### config.mk
export PLATFORM = sky130hd
export DESIGN_NAME = bbpr_queue
export DESIGN_NICKNAME = d
export VERILOG_FILES = /design/src/rtl/bbpr_pkg.sv /design/src/rtl/bbpr_queue.sv
export SDC_FILE = /design/constraint.sdc
export NUM_CORES = 1
export LEC_CHECK = 0
export ABC_AREA = 1
export ABC_CLOCK_PERIOD_IN_PS = 3100
export BUFFER_PORTS_ARGS = -buffer_cell sky130_fd_sc_hd__buf_2
export CAP_MARGIN = 20
export CORE_ASPECT_RATIO = 1.75
export CORE_UTILIZATION = 40
export CTS_CLUSTER_SIZE = 20
export DETAILED_ROUTE_END_ITERATION = 10
export SLEW_MARGIN = 10
export SYNTH_ARGS = -nofsm -noshare
export SYNTH_HDL_FRONTEND = slang
export SYNTH_SLANG_ARGS = --single-unit
### constraint.sdc
create_clock -name clk -period 3.1 [get_ports clk]
set_input_delay 0.155 -clock clk [delete_from_list [all_inputs] [get_ports clk]]
set_output_delay 0.155 -clock clk [all_outputs]
set_load 0.02 [all_outputs]
### src/rtl/bbpr_pkg.sv
// bbpr_pkg: shared types and constants of the bicubic Bezier patch point rasterizer.
// No dependencies; used by the top, front, queue and back modules and the testbench.
package bbpr_pkg;

  localparam int COORD_BITS_DEF      = 32;
  localparam int PARAM_FRAC_BITS_DEF = 16;

  // fields carried with every transaction: type, slot, four raw coords, red, blue
  localparam int IN_COORD_W = 32;
  localparam int PASS_W     = 1 + 4 + 4 * IN_COORD_W + 8 + 8;

  localparam int QUEUE_DEPTH = 4;
  localparam int QCNT_W      = 3;

  localparam int QUO_BITS    = 16;   // quotient bits of each divider
  localparam int DEPTH_SHIFT = 15;   // depth numerator is (z+w) << 15

  localparam logic [12:0] FRAME_MAX     = 13'd4096;
  localparam logic [12:0] FB_WIDTH_RST  = 13'd640;
  localparam logic [12:0] FB_HEIGHT_RST = 13'd480;
  localparam logic [7:0]  GREEN_LEVEL   = 8'd127;

  typedef enum logic {
    REQ_LOAD = 1'b0,
    REQ_EVAL = 1'b1
  } req_t;

  typedef enum logic [0:0] {
    CFG_FB_WIDTH  = 1'b0,
    CFG_FB_HEIGHT = 1'b1
  } cfg_reg_t;

  typedef struct packed {
    logic              full;
    logic              empty;
    logic [QCNT_W-1:0] count;
  } q_status_t;

endpackage

### src/rtl/bbpr_queue.sv
// bbpr_queue: short register FIFO between the front and back parts.
// Depends on bbpr_pkg for depth and the status struct.
module bbpr_queue #(
  parameter int W = 8
) (
  input  logic                clk,
  input  logic                rst_n,
  input  logic                push,
  input  logic [W-1:0]        push_data,
  input  logic                pop,
  output logic [W-1:0]        pop_data,
  output bbpr_pkg::q_status_t status
);

  localparam int D  = bbpr_pkg::QUEUE_DEPTH;
  localparam int AW = $clog2(D);

  logic [W-1:0]  mem_r [D];
  logic [AW-1:0] wp_r, rp_r;
  logic [bbpr_pkg::QCNT_W-1:0] cnt_r;

  assign pop_data     = mem_r[rp_r];
  assign status.count = cnt_r;
  assign status.full  = (cnt_r == bbpr_pkg::QCNT_W'(D));
  assign status.empty = (cnt_r == '0);

  always_ff @(posedge clk) begin
    if (!rst_n) begin
      wp_r  <= '0;
      rp_r  <= '0;
      cnt_r <= '0;
    end else begin
      if (push) wp_r <= wp_r + AW'(1);
      if (pop)  rp_r <= rp_r + AW'(1);
      case ({push, pop})
        2'b10:   cnt_r <= cnt_r + bbpr_pkg::QCNT_W'(1);
        2'b01:   cnt_r <= cnt_r - bbpr_pkg::QCNT_W'(1);
        default: cnt_r <= cnt_r;
      endcase
    end
  end

  always_ff @(posedge clk) begin
    if (push) mem_r[wp_r] <= push_data;
  end

endmodule

Word level (Yosys, flattened, before mapping) --
Memory sizes are Yosys's and may differ from the RTL's. A register that Yosys moved wholly into a read port is not among the register bits. Cells that the tools add are included. Widths: inputs -> output; s select.
Storage, ports and cells: output and inout port bits 13, memories 1, RAM bits 32, input port bits 12, logic and storage cells 18, register bits after elaboration 7
Memories:
- mem_r | words 4, bits a word 8, rd ports 1, clocked after Yosys merged registers in 1, write ports 1, RTL line bbpr_queue.sv:18 | logic [W-1:0] mem_r [D];
Cells by class: equality and inequality tests 3, mux-type cells 5, reductions and logical operators 2, add/subtract/negate cells 4
Operators by type and width (count):
- $pmux 3 s2 | 1
- $add 2x1->2 const B | 2
- $mux 2 | 2
- $add 3x1->3 const B | 1
- $eq 3x3->1 const B | 1
- $logic_not 3->1 | 1
- $sub 3x1->3 const B | 1
- $eq 2x1->1 const B | 1
- $eq 2x2->1 const B | 1
- $mux 1 | 2
- $reduce_bool 2->1 | 1

Logic depth before layout (Yosys ltp) --
Gate-level depths: netlist of the first run.
depth in word-level cells 3, depth in mapped cells 10, depth with buffers taken out 10

Worst setup path after synthesis of the first run --
Ideal clock, no wire load.
path kind register to register, start register cnt_r[0] in the netlist's numbering, end register cnt_r[2] in the netlist's numbering, setup slack 1.701 ns, arrival time 1.289 ns, clock period less this slack 1.399 ns, path buffers 0, cell stages (with the launch flop) 9, setup time 0.110 ns, data required time 2.990 ns, cells stage by stage dfxtp_1 > inv_1 > fa_1 > inv_1 > nand2_1 > nand3_1 > nand2_1 > inv_1 > nor2_1
On the way: longest elaborated chain between the ends 2, elaborated cells between the ends (all ways) 3, those cells by class 2 x add/sub; 1 x mux
Ends and longest elaborated chain:
- start: declaration | RTL line bbpr_queue.sv:20 | logic [bbpr_pkg::QCNT_W-1:0] cnt_r;
- start signal: assignment | RTL line bbpr_queue.sv:36 | 2'b10: cnt_r <= cnt_r + bbpr_pkg::QCNT_W'(1);
- start signal: assignment | RTL line bbpr_queue.sv:37 | 2'b01: cnt_r <= cnt_r - bbpr_pkg::QCNT_W'(1);
- start signal: assignment | RTL line bbpr_queue.sv:38 | default: cnt_r <= cnt_r;
- $sub 3x1->3 / $add 3x1->3 (equally long branches) | RTL line bbpr_queue.sv:37, bbpr_queue.sv:36
- $pmux 3 s2 * | RTL line bbpr_queue.sv:35 | case ({push, pop})
Mark *: on every way between the ends. The rest lies on a longest branch, timed or not. A chain may end at the register's enable or synchronous reset.

==> qor.yml, run 1 <==
status: "complete, no violations"
cts.sinks: 41
dp_hpwl_um: 1990
die_h_um: 86.6
critPathMaxStageDelay_ns: 0.65
vias_per_cell: 4.96
max_freq_ghz: 0.542
grt_pass1_vias: 1046
cts_tree: "yes"
nets: 180
track_usage_pct: 14.6
end_kind: "output port"
n_antenna_cell: 0
cap_violations: 0
drtIter0Drc: 12
wl_per_cell_um: 13.0
maxSlewViolCount: 0
filler_cell_count: 370
cts_buffers: 5
cts.clk_slew.worst_paths_ns: 0.08
via_count: 1046
rows: 30
cp.required_ns: 2.94
min_period_ns: 1.84
grt_setup_unrepaired: "no"
period_share_pct: 59.5
whs_ns: 0.0854
synth_area_um2: 1630
drc: 0
stdcell_area_um2: 1910
core_um2: 3900
ys_ff_latch: 41
start_kind: "flop"
syn-num-nets: 151
clock_tree.buffer_depth: 2
ant_nets: 0
synth_top_area_share_pct: 58.8
syn_to_final_growth_pct: 16.7
drive_above_1_share_pct: 22.7
hold_viol: 0
htreeDepth: 2
start_util_pct: 41.9
tns_ns: 0
postRouteWirelength_um: 2740
irDropWorstVdd_uv: 380
gp_congestion: 0.723
cp_max_fo: 17
synthTopCellsByArea: "edfxtp_1, dfxtp_1, o21ai_0"
ys_warn_count: 0
p_leak_nw: 0.766
syn_inst: 133
crit_arrival_ns: 1.69
grt_pass1_wl_um: 4660
io_buffers: 24
hold_class: "in2reg"
slowest_stage: "dfxtp_1"
cts-resized-gates: 0
postCtsSetupBuffers: 0
antenna_found_initial: 0
max-slew-margin-rel_pct: 65.7
synth_seq_area_share_pct: 69.8
register_area_um2: 1140
synth_area_per_cell_um2: 12.3
synthDistinctLibCells: 18
crit_chain: "inv_2 > o21ai_0 > o22ai_1 > buf_2"
p_per_area_nw_per_um2: 629
grt_max_degree: 18
multi_input_area_um2: 407
dr.pass1.iters: 4
cts_root_buffer: "clkbuf_8"
placed_cell_area_um2: 1790
clkLatencyLatePin_ns: 0.28
dieArea_um2: 4350
yosysMostFrequentCell: "edfxtp_1"
overflow: 0
die_x_um: 50.3
io_pins: 25
yosysTopAreaCell: "edfxtp_1"
synth_edf_count: 32
synthTopCellsByCount: "edfxtp_1, o21ai_0, nor2_1"
ys_async_sr_fraction_pct: 0
finalSetupViolations: 0
path_class: "reg2out"
synth_flop_cell: "edfxtp_1"
holdBufCountCts: 0
worst_slew_pin_slew_ns: 0.513
skew_ns: 0.00589
-- layout make-up --
| type | instances | share of cell area [%] |
|---|---|---|
| sequential | 41 | 59.8 |
| inverter | 17 | 3.35 |
| tap | 48 | 3.15 |
| timing repair buffer | 24 | 6.30 |
| multi-input combinational | 73 | 21.3 |
| clock buffer | 5 | 3.61 |
| clock inverter | 3 | 2.43 |
-- kinds of logic after synthesis --
kind of cell             after synthesis  share of synthesized area, %
AND/OR/NAND/NOR                       32                          8.04
buffers and inverters                 19                          5.28
adder cells (fa/ha/maj)                6                          5.05
flip-flops                            41                          69.8
AO/OA/AOI/OAI                         35                          11.8
-- cells in the final DEF, fill, tap and decap left out, types with 2 or more instances in the layout --
cell / instances
nor2_1: 17
buf_2: 24
dfxtp_1: 9
nor2_2: 2
o22ai_1: 8
edfxtp_1: 32
nor3_1: 2
a21oi_1: 5
ha_1: 5
clkbuf_8: 5
o21ai_0: 18
inv_1: 16
o21ai_2: 2
o21ai_1: 2
nand2_1: 9
-- per-stage QoR --
step / power (mW) / worst slack, ns / utilization, % / std cells
after detailed placement: 0.793 / 1.54 / 45.9 / 203
after global routing: 1.25 / 1.07 / 48.8 / 211
after CTS: 1.21 / 1.21 / 48.8 / 211
after global placement: 0.788 / 1.61 / 45.9 / 203
final: 1.20 / 1.26 / 48.8 / 211
after floorplan: 0.743 / 1.70 / - / 133
-- power by group --
group	internal (mW)	switching (mW)	total (mW)
combinational	0.0462	0.0937	0.140
sequential	0.621	0.0175	0.639
clock	0.241	0.180	0.421
-- worst max-delay path, delay by kind of cell, from the launching register on --
kind / cells / cell delay, ns
buffers and inverters: 2 / 0.42
DFF: 1 / 0.65
AOI/OAI and AO/OA: 2 / 0.33
-- final timing paths --
kind	startpoint	to	slack, ns	cells past startpoint
min reg2reg	rp_r[1]$_SDFFE_PN0P_	rp_r[1]$_SDFFE_PN0P_	0.46	1
max reg2reg	cnt_r[0]$_SDFFE_PN0P_	cnt_r[2]$_SDFFE_PN0P_	1.75	7
max	flop	pop_data[2]	1.26	4
min	push_data[3]	mem_r[3][3]$_DFFE_PP_	0.09	1
-- sequential cells by signal, indices dropped and copies added (netlist names), named ones only --
register,cells
cnt_r,3
mem_r,32
wp_r,2
rp_r,2
-- metal layers --
| layer | share of wire, % | GRT usage, % | wire [um] | vias up |
|---|---|---|---|---|
| li1 | - | - | - | 523 |
| met5 | 0 | 0 | 0 | - |
| met3 | 3.7 | 3.16 | 102 | 2 |
| met4 | 0.91 | 6.82 | 25 | 0 |
| met2 | 56 | 26.8 | 1550 | 21 |
| met1 | 39 | 15.3 | 1060 | 500 |
No activity file was read; power rests on OpenSTA's default activity.
==> run 2: changes to the inputs <==
Settings changed: ABC_CLOCK_PERIOD_IN_PS 3100 to 1750.
Clock period 3.1 ns to 1.75 ns, I/O delays scaled along.
==> qor.yml, run 2 (same netlist as run 1, synthesis figures left out) <==
core_um2: 3900  # unchanged
largest_reg_flops: 32  # unchanged
cp_max_fo: 9  # -8
clock_tree.buffer_depth: 2  # unchanged
wl_per_cell_um: 13.9  # +7.3%
cap_violations: 0  # unchanged
start_kind: "flop"
path_class: "reg2out"
track_usage_pct: 15.3  # +0.73 points
io_buffers: 24  # unchanged
drtIter0Drc: 31  # +19
crit_arrival_ns: 1.49  # -0.20 ns
grt_pass1_vias: 1066  # +1.9%
ant_nets: 0  # unchanged
end_kind: "output port"
dr.pass1.iters: 4  # unchanged
finalCoreUtilization_pct: 48.2  # -0.61 points
clkLatencyLatePin_ns: 0.28  # about the same
max-slew-margin-rel_pct: 73.5  # +7.7 points
drc: 0  # unchanged
n_antenna_cell: 0  # unchanged
gp_congestion: 0.749  # +3.6%
max_freq_ghz: 0.633
cp.required_ns: 1.66  # -1.28 ns
final_cells: 212  # +0.47%
irDropWorstVdd_uv: 554  # +46%
postRouteWirelength_um: 2950  # +7.9%
htreeDepth: 2  # unchanged
tns_ns: 0  # unchanged
crit_chain: "inv_1 > o21ai_0 > o22ai_1 > buf_2"
vias_per_cell: 5.08  # +2.6%
cts_root_buffer: "clkbuf_8"
worst_slew_pin_slew_ns: 0.398  # -0.116 ns
start_util_pct: 41.9  # unchanged
whs_ns: 0.0135  # -0.0718 ns
nets: 181  # +0.56%
cts_buffers: 5  # unchanged
holdBufCountCts: 0  # unchanged
rows: 30  # unchanged
skew_ns: 0.00240  # -0.00348 ns
min_period_ns: 1.58
hold_class: "in2reg"
syn_to_final_growth_pct: 15.2
largestRegisters: "mem_r x32, cnt_r x3"
cts.clk_slew.worst_paths_ns: 0.07  # about the same
die_h_um: 86.6  # unchanged
critPathMaxStageDelay_ns: 0.41  # -0.24 ns
p_leak_nw: 0.762  # -0.53%
grt_setup_unrepaired: "no"
drive_above_1_share_pct: 23.2  # +0.47 points
antenna_found_initial: 0  # unchanged
io_pins: 25  # unchanged
slowest_stage: "dfxtp_1"
cts.sinks: 41  # unchanged
status: "complete, no violations"
cts_tree: "yes"
grt_max_degree: 17  # -1
maxSlewViolCount: 0  # unchanged
via_count: 1078  # +3.1%
finalSetupViolations: 0  # unchanged
hold_viol: 0  # unchanged
crit_family: "buffers and inverters"
dp_hpwl_um: 2100  # +5.5%
regMostFlops: "mem_r"
dieArea_um2: 4350  # unchanged
p_per_area_nw_per_um2: 1040  # +65%
final_cell_mix: "edfxtp_1, buf_2, o21ai_0"
grt_pass1_wl_um: 4770  # +2.5%
filler_cell_count: 375  # +1.4%
period_share_pct: 90.2
path_buf_inv: 2  # unchanged
dpl.cell_count: 204  # +0.49%
overflow: 0  # unchanged
final_common_cell: "edfxtp_1"
die_x_um: 50.3  # unchanged
-- run 2: changes by cell type in the layout (fill, tap and decap cells not counted) --
cell,previous run,this run
clkinv_4,1,0
clkinvlp_4,1,0
bufinv_16,1,0
dfxtp_1,9,8
buf_4,0,1
dfxtp_2,0,1
clkbuf_1,0,1
clkinv_2,0,2
-- run 2: worst paths after layout --
| path | startpoint | endpoint | slack (ns) | cells after the start |
|---|---|---|---|---|
| worst max-delay path | flop | pop_data[2] | 0.17 | 4 |
| worst min-delay path | push_data[3] | mem_r[3][3]$_DFFE_PP_ | 0.01 | 1 |
| worst max register to register | cnt_r[0]$_SDFFE_PN0P_ | cnt_r[2]$_SDFFE_PN0P_ | 0.39 | 7 |
| worst min register to register | rp_r[1]$_SDFFE_PN0P_ | flop | 0.44 | 1 |
-- run 2: report_power, final --
| part | switching (mW) | total [mW] | internal [mW] | leakage [nW] |
|---|---|---|---|---|
| Combinational | 0.172 | 0.257 | 0.0851 | 0.348 |
| Sequential | 0.0294 | 1.13 | 1.10 | 0.369 |
| Clock | 0.296 | 0.572 | 0.276 | 0.0450 |
| Total | 0.497 | 1.96 | 1.46 | 0.762 |
-- run 2: layout make-up --
| type | instances | area (um^2) | share of cell area (%) |
|---|---|---|---|
| repair buffers | 25 | 128 | 6.78 |
| clock inverters | 2 | 10.0 | 0.532 |
| well taps | 48 | 60.1 | 3.19 |
| inverters | 17 | 63.8 | 3.39 |
| multi-input cells | 73 | 407 | 21.6 |
| flip-flops and latches | 41 | 1140 | 60.7 |
| clock buffers | 6 | 72.6 | 3.85 |
-- run 2: per-layer routing --
layer	wire (um)	GRT usage, %	up-vias	part of all wire, %
met5	0	0	-	0
met4	77	8.08	0	2.6
met3	99	3.16	8	3.4
met2	1630	28.6	31	55
met1	1140	15.3	515	39
li1	-	-	524	-
-- run 2: metrics by stage --
stage	setup WS (ns)	total power [mW]	cell area, um^2
2_1_floorplan	0.351	1.32	1630
3_3_place_gp	0.406	1.40	1800
3_5_place_dp	0.369	1.41	1800
4_1_cts	0.0967	1.97	1880
5_1_grt	0.00660	2.04	1880
6_report	0.171	1.96	1880
-- run 2: repair_timing --
| action | in CTS | in global routing |
|---|---|---|
| gates resized for setup | 0 | 1 |
| setup endpoints to repair | 0 | 1 |
| buffers inserted | 0 | 0 |
